`src/design/trs_pkg.sv`:
```
// Package of types and constants shared by the radio sequencer modules.
package trs_pkg;

   localparam int MAX_ENTRIES_DEF = 16;
   localparam int ID_W = 4;

   localparam logic [1:0] OP_LOAD     = 2'd0;
   localparam logic [1:0] OP_ACTIVATE = 2'd1;
   localparam logic [1:0] OP_TICK     = 2'd2;
   localparam logic [1:0] OP_DISABLED = 2'd3;

   localparam logic [1:0] ST_OK      = 2'd0;
   localparam logic [1:0] ST_FULL    = 2'd1;
   localparam logic [1:0] ST_BAD_ID  = 2'd2;

   localparam logic [2:0] CAUSE_NONE     = 3'd0;
   localparam logic [2:0] CAUSE_USER     = 3'd1;
   localparam logic [2:0] CAUSE_TIMEOUT  = 3'd2;
   localparam logic [2:0] CAUSE_DISABLED = 3'd3;
   localparam logic [2:0] CAUSE_REPEAT   = 3'd4;

   typedef struct packed {
      logic [31:0]     shorts;
      logic [31:0]     timeout;
      logic [ID_W-1:0] timeout_next;
      logic [ID_W-1:0] disabled_next;
      logic [ID_W-1:0] repeat_next;
      logic [15:0]     limit;
      logic [7:0]      start_task;
      logic [7:0]      end_task;
      logic [7:0]      expiry_task;
   } entry_type;

   // Commands from the controller to the datapath.
   typedef struct packed {
      logic capture;
      logic read_cur;
      logic load;
      logic eval;
      logic read_next;
      logic enter;
   } cmd_type;

   // Status from the datapath to the controller.
   typedef struct packed {
      logic is_load;
      logic go_enter;
   } sts_type;

endpackage

```
`src/design/trs_ctrl.sv`:
```
// Controller state machine of the radio sequencer.
module trs_ctrl (
   input  logic             clock,
   input  logic             reset,
   input  logic             req_valid,
   output logic             req_stall,
   output logic             rsp_valid,
   input  logic             rsp_stall,
   input  trs_pkg::sts_type sts,
   output trs_pkg::cmd_type cmd
);

   localparam logic [2:0] S_IDLE  = 3'd0;
   localparam logic [2:0] S_RDCUR = 3'd1;
   localparam logic [2:0] S_EVAL  = 3'd2;
   localparam logic [2:0] S_RDNXT = 3'd3;
   localparam logic [2:0] S_ENTER = 3'd4;
   localparam logic [2:0] S_RESP  = 3'd5;

   logic [2:0] state_ff, state_in;

   assign req_stall = (state_ff != S_IDLE);
   assign rsp_valid = (state_ff == S_RESP);

   always_comb begin
      state_in      = state_ff;
      cmd           = '0;
      case (state_ff)
         S_IDLE: begin
            if (req_valid) begin
               cmd.capture = 1'b1;
               state_in    = S_RDCUR;
            end
         end
         S_RDCUR: begin
            if (sts.is_load) begin
               cmd.load = 1'b1;
               state_in = S_RESP;
            end else begin
               cmd.read_cur = 1'b1;
               state_in     = S_EVAL;
            end
         end
         S_EVAL: begin
            cmd.eval = 1'b1;
            state_in = sts.go_enter ? S_RDNXT : S_RESP;
         end
         S_RDNXT: begin
            cmd.read_next = 1'b1;
            state_in      = S_ENTER;
         end
         S_ENTER: begin
            cmd.enter = 1'b1;
            state_in  = S_RESP;
         end
         S_RESP: begin
            if (!rsp_stall) begin
               state_in = S_IDLE;
            end
         end
         default: begin
            state_in = S_IDLE;
         end
      endcase
   end

   always_ff @(posedge clock) begin
      if (reset) begin
         state_ff <= S_IDLE;
      end else begin
         state_ff <= state_in;
      end
   end

endmodule

```
`src/design/trs_dpath.sv`:
```
// Datapath of the radio sequencer: state table, repeat counters, timer and results.
module trs_dpath #(
   parameter int MAX_ENTRIES = trs_pkg::MAX_ENTRIES_DEF
) (
   input  logic                      clock,
   input  logic                      reset,
   input  trs_pkg::cmd_type          cmd,
   output trs_pkg::sts_type          sts,
   input  logic [1:0]                req_opcode,
   input  logic [trs_pkg::ID_W-1:0]  req_state_id,
   input  logic [31:0]               req_radio_shorts,
   input  logic [31:0]               req_timeout_us,
   input  logic [trs_pkg::ID_W-1:0]  req_timeout_next,
   input  logic [trs_pkg::ID_W-1:0]  req_disabled_next,
   input  logic [15:0]               req_repeat_limit,
   input  logic [trs_pkg::ID_W-1:0]  req_repeat_next,
   input  logic [7:0]                req_start_task,
   input  logic [7:0]                req_end_task,
   input  logic [7:0]                req_expiry_task,
   output logic [1:0]                rsp_status,
   output logic [trs_pkg::ID_W-1:0]  rsp_active_state,
   output logic                      rsp_changed,
   output logic [trs_pkg::ID_W-1:0]  rsp_ended_state,
   output logic [2:0]                rsp_end_cause,
   output logic [31:0]               rsp_shorts_out,
   output logic [7:0]                rsp_fired_start,
   output logic [7:0]                rsp_fired_end,
   output logic [7:0]                rsp_fired_expiry
);

   localparam int AW = (MAX_ENTRIES > 1) ? $clog2(MAX_ENTRIES) : 1;
   localparam int CW = $clog2(MAX_ENTRIES + 1);
   localparam int IW = trs_pkg::ID_W;

   trs_pkg::entry_type entry_mem [MAX_ENTRIES];
   logic [15:0]        count_mem [MAX_ENTRIES];

   trs_pkg::entry_type ent_q;
   logic [15:0]        cnt_q;

   // Captured request.
   logic [1:0]         op_ff;
   logic [IW-1:0]      id_ff;
   trs_pkg::entry_type new_ff;

   logic [CW-1:0]      table_count_ff, table_count_in;
   logic [IW-1:0]      current_ff, current_in;
   logic [IW-1:0]      pending_ff, pending_in;
   logic [IW-1:0]      next_ff, next_in;
   logic [31:0]        timer_ff, timer_in;
   logic               armed_ff, armed_in;
   logic [31:0]        applied_ff, applied_in;

   logic [1:0]         status_ff, status_in;
   logic               changed_ff, changed_in;
   logic [IW-1:0]      ended_ff, ended_in;
   logic [2:0]         cause_ff, cause_in;
   logic [7:0]         fstart_ff, fstart_in;
   logic [7:0]         fend_ff, fend_in;
   logic [7:0]         fexp_ff, fexp_in;

   logic               cnt_we;
   logic [AW-1:0]      cnt_waddr;
   logic [15:0]        cnt_wdata;
   logic [AW-1:0]      rd_addr;
   logic               table_room;

   logic               trans;
   logic [IW-1:0]      nx;
   logic [2:0]         cs;
   logic [31:0]        tl;

   function automatic logic id_ok(input logic [IW-1:0] id, input logic [CW-1:0] cnt);
      id_ok = (id != '0) && (32'(id) < 32'(cnt)) && (32'(id) < 32'(MAX_ENTRIES));
   endfunction

   assign table_room = (32'(table_count_ff) < 32'(MAX_ENTRIES));
   assign rd_addr    = cmd.read_next ? AW'(next_ff) : AW'(current_ff);

   assign sts.is_load  = (op_ff == trs_pkg::OP_LOAD);
   assign sts.go_enter = trans && (nx != '0);

   assign rsp_status       = status_ff;
   assign rsp_active_state = current_ff;
   assign rsp_changed      = changed_ff;
   assign rsp_ended_state  = ended_ff;
   assign rsp_end_cause    = cause_ff;
   assign rsp_shorts_out   = applied_ff;
   assign rsp_fired_start  = fstart_ff;
   assign rsp_fired_end    = fend_ff;
   assign rsp_fired_expiry = fexp_ff;

   // Result clearing, table load, event evaluation, end of current state and state entry.
   always_comb begin
      trans = 1'b0;
      nx    = '0;
      cs    = trs_pkg::CAUSE_NONE;
      tl    = timer_ff - 32'd1;

      table_count_in = table_count_ff;
      current_in     = current_ff;
      pending_in     = pending_ff;
      next_in        = next_ff;
      timer_in       = timer_ff;
      armed_in       = armed_ff;
      applied_in     = applied_ff;
      status_in      = status_ff;
      changed_in     = changed_ff;
      ended_in       = ended_ff;
      cause_in       = cause_ff;
      fstart_in      = fstart_ff;
      fend_in        = fend_ff;
      fexp_in        = fexp_ff;
      cnt_we         = 1'b0;
      cnt_waddr      = AW'(current_ff);
      cnt_wdata      = '0;

      if (cmd.capture) begin
         status_in  = trs_pkg::ST_OK;
         changed_in = 1'b0;
         ended_in   = '0;
         cause_in   = trs_pkg::CAUSE_NONE;
         fstart_in  = '0;
         fend_in    = '0;
         fexp_in    = '0;
      end

      if (cmd.load) begin
         if (table_room) begin
            table_count_in = table_count_ff + CW'(1);
            cnt_we         = 1'b1;
            cnt_waddr      = AW'(table_count_ff);
         end else begin
            status_in = trs_pkg::ST_FULL;
         end
      end

      if (cmd.eval) begin
         case (op_ff)
            trs_pkg::OP_ACTIVATE: begin
               trans = 1'b1;
               cs    = trs_pkg::CAUSE_USER;
               if (id_ok(id_ff, table_count_ff)) begin
                  nx = id_ff;
               end else begin
                  status_in = trs_pkg::ST_BAD_ID;
               end
            end
            trs_pkg::OP_TICK: begin
               if (armed_ff) begin
                  timer_in = tl;
                  if (tl == '0) begin
                     armed_in = 1'b0;
                     if (current_ff != '0) begin
                        fexp_in = ent_q.expiry_task;
                     end
                     if (pending_ff != '0) begin
                        trans = 1'b1;
                        cs    = trs_pkg::CAUSE_TIMEOUT;
                        nx    = pending_ff;
                     end
                  end
               end
            end
            trs_pkg::OP_DISABLED: begin
               if (current_ff != '0 && ent_q.disabled_next != '0) begin
                  trans = 1'b1;
                  cs    = trs_pkg::CAUSE_DISABLED;
                  if (id_ok(ent_q.disabled_next, table_count_ff)) begin
                     nx = ent_q.disabled_next;
                  end else begin
                     status_in = trs_pkg::ST_BAD_ID;
                  end
               end
            end
            default: begin
               trans = 1'b0;
            end
         endcase

         if (trans && current_ff != '0) begin
            // A state that has reached its repeat limit hands over to its repeat successor.
            if (ent_q.limit != '0 && cnt_q >= ent_q.limit && ent_q.repeat_next != '0) begin
               cnt_we = 1'b1;
               cs     = trs_pkg::CAUSE_REPEAT;
               if (id_ok(ent_q.repeat_next, table_count_ff)) begin
                  nx = ent_q.repeat_next;
               end else begin
                  nx        = '0;
                  status_in = trs_pkg::ST_BAD_ID;
               end
            end
            ended_in = current_ff;
            cause_in = cs;
            fend_in  = ent_q.end_task;
         end
         next_in = nx;
      end

      if (cmd.enter) begin
         if (ent_q.timeout != '0) begin
            timer_in = ent_q.timeout;
            armed_in = 1'b1;
            if (ent_q.timeout_next == '0) begin
               pending_in = '0;
            end else if (id_ok(ent_q.timeout_next, table_count_ff)) begin
               pending_in = ent_q.timeout_next;
            end else begin
               pending_in = '0;
               status_in  = trs_pkg::ST_BAD_ID;
            end
         end
         applied_in = ent_q.shorts;
         fstart_in  = ent_q.start_task;
         cnt_we     = 1'b1;
         cnt_waddr  = AW'(next_ff);
         cnt_wdata  = (cnt_q == 16'hFFFF) ? cnt_q : cnt_q + 16'd1;
         current_in = next_ff;
         changed_in = 1'b1;
      end
   end

   // Table memories with registered read data.
   always_ff @(posedge clock) begin
      if (cmd.load && table_room) begin
         entry_mem[AW'(table_count_ff)] <= new_ff;
      end
      if (cnt_we) begin
         count_mem[cnt_waddr] <= cnt_wdata;
      end
      if (cmd.read_cur || cmd.read_next) begin
         ent_q <= entry_mem[rd_addr];
         cnt_q <= count_mem[rd_addr];
      end
   end

   always_ff @(posedge clock) begin
      if (cmd.capture) begin
         op_ff                <= req_opcode;
         id_ff                <= req_state_id;
         new_ff.shorts        <= req_radio_shorts;
         new_ff.timeout       <= req_timeout_us;
         new_ff.timeout_next  <= req_timeout_next;
         new_ff.disabled_next <= req_disabled_next;
         new_ff.repeat_next   <= req_repeat_next;
         new_ff.limit         <= req_repeat_limit;
         new_ff.start_task    <= req_start_task;
         new_ff.end_task      <= req_end_task;
         new_ff.expiry_task   <= req_expiry_task;
      end
      next_ff    <= next_in;
      status_ff  <= status_in;
      changed_ff <= changed_in;
      ended_ff   <= ended_in;
      cause_ff   <= cause_in;
      fstart_ff  <= fstart_in;
      fend_ff    <= fend_in;
      fexp_ff    <= fexp_in;
   end

   always_ff @(posedge clock) begin
      if (reset) begin
         table_count_ff <= CW'(1);
         current_ff     <= '0;
         pending_ff     <= '0;
         timer_ff       <= '0;
         armed_ff       <= 1'b0;
         applied_ff     <= '0;
      end else begin
         table_count_ff <= table_count_in;
         current_ff     <= current_in;
         pending_ff     <= pending_in;
         timer_ff       <= timer_in;
         armed_ff       <= armed_in;
         applied_ff     <= applied_in;
      end
   end

endmodule

```
`src/design/table_driven_radio_sequencer_unit.sv`:
```
// Top level of the table-driven radio sequencer.
//
// Requests arrive on the req_ channel (valid and stall); each one is a load of a
// table entry, an activate, a one-microsecond tick or a radio-disabled event.
// Exactly one response leaves on the rsp_ channel for every request transfer.
// The block works on one request at a time: req_stall is high from the transfer
// until its response has been taken. A load steps through the states S_RDCUR
// and S_RESP; an event that enters no state through S_RDCUR, S_EVAL and S_RESP;
// one that enters a state through S_RDCUR, S_EVAL, S_RDNXT, S_ENTER and S_RESP.
// The next request is taken once the block is back in S_IDLE after the response
// transfer. The single read port of the state table, read first for the current
// state and then for the successor, sets these steps.
// While the receiver holds rsp_stall high the response stays on the rsp_ ports
// unchanged and no new request is taken.
// Reset (synchronous, active high) empties the table, clears the current state,
// the timer and the applied shorts word. Table entries are not cleared; an
// entry is only used once it has been loaded, and loading clears its counter.
module table_driven_radio_sequencer_unit #(
   parameter int MAX_ENTRIES = trs_pkg::MAX_ENTRIES_DEF
) (
   input  logic                      clock,
   input  logic                      reset,
   input  logic                      req_valid,
   output logic                      req_stall,
   input  logic [1:0]                req_opcode,
   input  logic [trs_pkg::ID_W-1:0]  req_state_id,
   input  logic [31:0]               req_radio_shorts,
   input  logic [31:0]               req_timeout_us,
   input  logic [trs_pkg::ID_W-1:0]  req_timeout_next,
   input  logic [trs_pkg::ID_W-1:0]  req_disabled_next,
   input  logic [15:0]               req_repeat_limit,
   input  logic [trs_pkg::ID_W-1:0]  req_repeat_next,
   input  logic [7:0]                req_start_task,
   input  logic [7:0]                req_end_task,
   input  logic [7:0]                req_expiry_task,
   output logic                      rsp_valid,
   input  logic                      rsp_stall,
   output logic [1:0]                rsp_status,
   output logic [trs_pkg::ID_W-1:0]  rsp_active_state,
   output logic                      rsp_changed,
   output logic [trs_pkg::ID_W-1:0]  rsp_ended_state,
   output logic [2:0]                rsp_end_cause,
   output logic [31:0]               rsp_shorts_out,
   output logic [7:0]                rsp_fired_start,
   output logic [7:0]                rsp_fired_end,
   output logic [7:0]                rsp_fired_expiry
);

   trs_pkg::cmd_type cmd;
   trs_pkg::sts_type sts;

   trs_ctrl u_ctrl (
      .clock     (clock),
      .reset     (reset),
      .req_valid (req_valid),
      .req_stall (req_stall),
      .rsp_valid (rsp_valid),
      .rsp_stall (rsp_stall),
      .sts       (sts),
      .cmd       (cmd)
   );

   trs_dpath #(
      .MAX_ENTRIES (MAX_ENTRIES)
   ) u_dpath (
      .clock             (clock),
      .reset             (reset),
      .cmd               (cmd),
      .sts               (sts),
      .req_opcode        (req_opcode),
      .req_state_id      (req_state_id),
      .req_radio_shorts  (req_radio_shorts),
      .req_timeout_us    (req_timeout_us),
      .req_timeout_next  (req_timeout_next),
      .req_disabled_next (req_disabled_next),
      .req_repeat_limit  (req_repeat_limit),
      .req_repeat_next   (req_repeat_next),
      .req_start_task    (req_start_task),
      .req_end_task      (req_end_task),
      .req_expiry_task   (req_expiry_task),
      .rsp_status        (rsp_status),
      .rsp_active_state  (rsp_active_state),
      .rsp_changed       (rsp_changed),
      .rsp_ended_state   (rsp_ended_state),
      .rsp_end_cause     (rsp_end_cause),
      .rsp_shorts_out    (rsp_shorts_out),
      .rsp_fired_start   (rsp_fired_start),
      .rsp_fired_end     (rsp_fired_end),
      .rsp_fired_expiry  (rsp_fired_expiry)
   );

endmodule
```
`config.mk`:
```
export PLATFORM = sky130hd
export DESIGN_NAME = table_driven_radio_sequencer_unit
export DESIGN_NICKNAME = d
export VERILOG_FILES = /design/src/design/trs_pkg.sv /design/src/design/trs_ctrl.sv /design/src/design/trs_dpath.sv /design/src/design/table_driven_radio_sequencer_unit.sv
export SDC_FILE = /design/constraint.sdc
export NUM_CORES = 2
export LEC_CHECK = 0
export BUFFER_PORTS_ARGS = -buffer_cell sky130_fd_sc_hd__buf_4
export CAP_MARGIN = 30
export CORE_MARGIN = 2
export CORE_UTILIZATION = 55
export DETAILED_ROUTE_END_ITERATION = 8
export PLACE_DENSITY = 0.78
export SYNTH_ARGS = -nofsm -noshare
export SYNTH_HDL_FRONTEND = slang
export SYNTH_SLANG_ARGS = --single-unit
export TNS_END_PERCENT = 30
```
`constraint.sdc`:
```
create_clock -name clock -period 11.6 [get_ports clock]
set_clock_uncertainty 0.05 [all_clocks]
set_input_delay 1.74 -clock clock [delete_from_list [all_inputs] [get_ports clock]]
set_output_delay 1.74 -clock clock [all_outputs]
set_load 0.02 [all_outputs]
```
; Word-level counts from Yosys, hierarchy flattened
; Memories as Yosys holds them, arrays and structs flattened. A register that Yosys moved wholly into a read port is not among the register bits.
; Index checks and enable logic that the tools add are counted.
[totals]
inputBits = 126
output_inout_bits = 72
elab_cells = 175
ff_bits = 241
mem_count = 2
mem_bits_rw = 2112
[mem_list]
columns = memory, words, width, read_ports, rd_clocked_by_memory_dff, write_ports, line
row1 = u_dpath.entry_mem, 16, 116, 1, 1, 1, trs_dpath.sv:35  ; trs_pkg::entry_type entry_mem [MAX_ENTRIES];
row2 = u_dpath.count_mem, 16, 16, 1, 1, 1, trs_dpath.sv:36  ; logic [15:0] count_mem [MAX_ENTRIES];
[classes]
reduce_logical = 29
n_eq_ne = 11
muxes = 98
n_lt_le_gt_ge = 6
addsub = 3
[op_table]
columns = cell, n
row1 = 32-bit two-way mux, 5
row2 = 8-bit two-way mux, 11
row3 = 4-bit two-way mux, 19
row4 = 2-bit two-way mux, 17
row5 = 32-bit zero test, 1
row6 = 16-bit two-way mux, 2
row7 = 32-bit nonzero test, 1
row8 = 32-bit by 1-bit subtractor with 32-bit output (second input constant), 1
row9 = 3-bit two-way mux, 10
row10 = 1-bit two-way mux, 29
row11 = 4-bit nonzero test, 7
row12 = 4-bit by 5-bit < comparator with 1-bit output, 4
row13 = 3-bit one-hot mux with 6 select lines, 1
row14 = 16-bit by 1-bit adder with 16-bit output (second input constant), 1
row15 = 16-bit equality test (second input constant), 1
row16 = 16-bit greater-or-equal comparator, 1
row17 = 16-bit nonzero test, 1
row18 = 4-bit one-hot mux with 3 select lines, 1
row19 = 1-bit logical AND, 10
row20 = 3-bit one-hot mux with 3 select lines, 1
row21 = 3-bit by 2-bit equality test with 1-bit output (second input constant), 2
row22 = 3-bit equality test (second input constant), 2
row23 = 2-bit AND reduction, 3
row24 = 5-bit by 1-bit adder with 5-bit output (second input constant), 1
row25 = other kinds (13), 15

; Logic depth before layout (Yosys ltp)
[logic_depth]
depth_word = 16
mapped_depth = 12
ltp_nobuf = 10

; Hierarchy
; Synthesis repeated with hierarchy kept, for this count alone.
[unflattened]
cells_unflattened = 4782
hier_area_um2 = 94793.4
[modules_own_cells]
columns = mod, instances, cells_each, area_each_um2
row1 = trs_dpath, 1, 4753, 94538.2
row2 = trs_ctrl, 1, 29, 255.2

; Least setup slack after synthesis
; OpenSTA, ideal clock, no wires.
[synth_timing]
kind = register to register
from = register u_ctrl.state_ff[2]
to = register u_dpath.cnt_q[0] (read register of u_dpath.count_mem) (enable)
stages_incl_launch_ff = 4
setup_ps = 812
setup_slack_ps = 497
path_buffers = 2
arrival_time_ps = 10242
required_time_ps = 10738
period_less_slack_ps = 11103
cell_sequence = dfxtp_1 > clkbuf_1 > clkbuf_1 > nor3b_1
[synth_via]
elab_chain_len = 3
[synth_rtl]
columns = element, line
row1 = from (decl), trs_ctrl.sv:20  ; logic [2:0] state_ff, state_in;
row2 = from (signal assigned), trs_ctrl.sv:71  ; state_ff <= state_in;
row3 = 3-bit by 2-bit equality test with 1-bit output / 3-bit by 1-bit equality test with 1-bit output (equally long branches), trs_ctrl.sv:28  ; case (state_ff)
row4 = 1-bit two-way mux / 2-bit two-way mux (equally long branches), trs_ctrl.sv:28
row5 = 4-bit two-way mux / 1-bit logical OR (equally long branches), "trs_dpath.sv:78, trs_dpath.sv:231"
row6 = to (decl), trs_dpath.sv:39  ; logic [15:0] cnt_q;
; Parallel ways exist; a longest one is shown, timed or not.
; A chain may end at the register's enable or synchronous reset.

; Worst setup path in the final report
[layout_timing]
from = register u_ctrl.state_ff[2]
to = register u_dpath.ent_q[55] (netlist name)
[layout_via]
elab_chain_len = 3
[layout_rtl]
columns = element, line
row1 = 3-bit by 2-bit equality test with 1-bit output / 3-bit by 1-bit equality test with 1-bit output (equally long branches), trs_ctrl.sv:28
row2 = 1-bit two-way mux / 2-bit two-way mux (equally long branches), trs_ctrl.sv:28
row3 = 4-bit two-way mux / 1-bit logical OR (equally long branches), "trs_dpath.sv:78, trs_dpath.sv:231"
; Parallel ways exist; a longest one is shown, timed or not.

==> results.ini <==
[sta]
post-route-period-util_pct = 44.04
maxSlewViolCount = 0
setup_tns_ns = 0
setup_viol = 0
hold_slack_ns = 0.3982
tightest_slew_ns = 1.181
rsz0062_at_grt = no
max_freq_mhz = 195.8
slew_headroom_pct = 21.27
hold_viol = 0
period_minus_slack_ns = 5.108

[logic_synthesis]
synthFlopType = edfxtp_1
synth_edf_count = 2378
syn_inst = 4946
synthesis.nets = 5107
synth_top_cell_area_share_pct = 75.35
synth_area_leader_cell = edfxtp_1
synth.distinct_cells = 71
synth_most_common_cell = edfxtp_1
yosys-top-cells-count = 2378 x edfxtp_1, 741 x nand2_1, 502 x mux4_2, 188 x clkbuf_1, 152 x and3_1
synthArstFlopShare_pct = 0
syn_avg_cell_area_um2 = 19.16
yosysSeqAreaShare_pct = 77.61
synthTopCellsByArea = edfxtp_1 75%, mux4_2 12%, nand2_1 2.9%
synth_warnings = 0
netlist_area_um2 = 94770
ys_ff_latch = 2485

[clock_tree]
postCtsSetupBuffers = 0
cts_sinks = 2485
root_buffer = clkbuf_16
postCtsResizedCells = 0
clock_latency_ns = 0.90
cts.clk_slew.worst_paths_ns = 0.06
numCtsBuffers = 228
h-tree-depth = 4
cts_tree = yes
clockBufferDepth = 3
cts_hold_buf = 0

[setup_path]
endpoint_kind = flop
path_cells = nand3b_1, mux2_8, buf_4, buf_4, nand2_1, and3_1, a311oi_1, a311oi_1, a31oi_1
path_class = flop to flop
path_delay_family = buffers and inverters
max_stage_delay_ns = 0.88
r2r-start = u_ctrl.state_ff[2]$_SDFFE_PP0P_
slowest_stage = buf_4
crit_buf_inv = 2
r2r_cells = 9
cp_data_arrival_time_ns = 5.75
cp_max_fo = 91
worst-r2r-setup-slack_ns = 6.49
r2r-end = u_dpath.ent_q[55]$_DFFE_PP_
cp-start-kind = flop
crit_required_ns = 12.24

[die]
io_pins = 198
dieHeight_um = 419.1
initial_utilization_pct = 55.31
rows = 152
die_w_um = 419.1
fp.coreArea_um2 = 171400
die_area_um2 = 175600

[min_path]
hold_depth = 2
hp-start = u_dpath.rsp_changed$_SDFFE_PP1P_
min-delay-path-class = flop to flop
worst_hold_path.endpoint = u_dpath.rsp_changed$_SDFFE_PP1P_

[grt]
grt_max_degree = 163
overflow = 0
track_usage_pct = 26.55
grt_pass1_wl_um = 338100
grt_pass1_vias = 50993
antenna_found_initial = 7

[route]
wl_um = 233300
final_antenna_net_count = 0
drt_iter0_drc = 7195
dr.pass1.iters = 8
drt-vias-per-instance = 6.474
routedWlPerCell_um = 30.17
vias = 50055
drc = 0

[pwr]
comb_power_share_pct = 11.3
vdd_drop_max_mv = 0.1609
p_leak_nw = 35.62
seqPwrFrac_pct = 52.2
internal_power_mw = 15.70
pwr-share-clk_pct = 36.5
power_density_nw_per_um2 = 194.9
total_power_mw = 20.96
switching_share_pct = 25.11
p_sw_mw = 5.264

[job]
cap_violations = 0

[placement]
place_hpwl_um = 116400
dpl_cell_area_um2 = 99750
dp.cells = 7298
portBuffers = 197
place.gp.congestion = 0.8511

[final_layout]
syn_to_final_growth_pct = 13.49
drive_gt1_share_pct = 22.55
stdcell_area_um2 = 107600
finalNonFillerCells = 7732
nets = 5383

[outcome]
outcome = finished, final reports clean

-- how the worst max path moves through the flow --
stage / endpoint / from / cells after the start / slack, ns
global route: u_dpath.ent_q[55]$_DFFE_PP_ / u_ctrl.state_ff[2]$_SDFFE_PP0P_ / 9 / 6.26
detailed placement: u_dpath.ent_q[23]$_DFFE_PP_ / u_ctrl.state_ff[2]$_SDFFE_PP0P_ / 9 / 6.54
CTS: u_dpath.ent_q[55]$_DFFE_PP_ / u_ctrl.state_ff[2]$_SDFFE_PP0P_ / 9 / 6.47
floorplan: u_dpath.cnt_q[0]$_DFFE_PP_ / u_ctrl.state_ff[2]$_SDFFE_PP0P_ / 3 / 0.50
global placement: u_dpath.ent_q[6]$_DFFE_PP_ / u_ctrl.state_ff[2]$_SDFFE_PP0P_ / 8 / 6.47
finish: u_dpath.ent_q[55]$_DFFE_PP_ / u_ctrl.state_ff[2]$_SDFFE_PP0P_ / 9 / 6.49
-- tightest hold or removal path, delay by kind of cell (launching register included) --
kind,cells,cell delay (ns)
DFF,1,0.31
and+or+nand+nor,2,0.09
-- power by group through the flow --
| stage | Combinational [mW] | Clock [mW] | Sequential (mW) |
|---|---|---|---|
| after global placement | 2.26 | 0 | 11.1 |
| after detailed placement | 2.33 | 0 | 11.1 |
| after global routing | 2.54 | 8.03 | 11.0 |
| final | 2.37 | 7.66 | 10.9 |
| after floorplan | 1.59 | 0 | 11.0 |
| after CTS | 2.37 | 7.72 | 10.9 |
-- registers in the layout (all words and copies together) (netlist names) --
signal	cells
u_dpath.rsp_ended_state	4
u_ctrl.state_ff	3
u_dpath.rsp_fired_start	8
u_dpath.op_ff	2
u_dpath.table_count_ff	5
u_dpath.rsp_status	2
u_dpath.rsp_changed	1
u_dpath.ent_q	116
u_dpath.pending_ff	4
u_dpath.new_ff	116
u_dpath.rsp_fired_expiry	8
u_dpath.count_mem	256
u_dpath.rsp_end_cause	3
u_dpath.entry_mem	1856
u_dpath.rsp_fired_end	8
u_dpath.rsp_active_state	4
u_dpath.timer_ff	32
u_dpath.rsp_shorts_out	32
u_dpath.id_ff	4
u_dpath.armed_ff	1
u_dpath.cnt_q	16
u_dpath.next_ff	4
-- layer usage --
layer  track usage (%)  part of all wire [%]
met4             12.13                   4.5
met3             4.312                   9.9
met1             35.23                    36
met5                 0                0.0034
met2             43.64                    50
-- cells by family after synthesis --
family	share of synthesized area [%]
and+or+nand+nor	5.623
adders and majority gates	0.4621
xor gates and xnor gates	0.3789
AOI/OAI and AO/OA	2.375
muxes	12.26
buffers and inverters	1.293
DFF	77.61
-- stage by stage --
step | util (%) | setup WS (ns)
detailed placement | 58.21 | 6.543
global placement | 57.92 | 6.474
finish | 62.77 | 6.492
CTS | 62.71 | 6.470
global route | 62.77 | 6.264
floorplan | - | 0.4966
-- layout by cell type (no fill, tap or decap), types with 13 or more instances in the layout --
master and instances:
edfxtp_1 2378, nand2_1 740, mux4_2 502, buf_4 273, clkbuf_16 228, and3_1 152
a31oi_1 142, dfxtp_1 107, nor2_1 81, a21oi_1 69, inv_1 51, clkinv_1 49
clkinv_2 45, nand3_1 43, a211oi_1 40, clkbuf_1 38, ha_1 35, o21ai_0 32
bufinv_16 28, mux2i_1 24, nor4_1 22, xnor2_1 22, a311oi_1 22, nor3_1 21
xor2_1 19, nand4_1 18, or3_1 16, nor3_4 16, buf_8 15, nor2_4 13
buf_12 13
-- cell type report --
cell class                 count  area [um^2]
sequential                  2485        73550
clock buffer                 272         5931
multi-input combinational   2144        20390
tap                         2310         2890
antenna                        3        7.507
inverter                      52        200.2
clock inverter               155         1777
timing repair buffer         311         2810
fill                       10968        63800
Note: power is estimated with default switching activity, not from simulation.
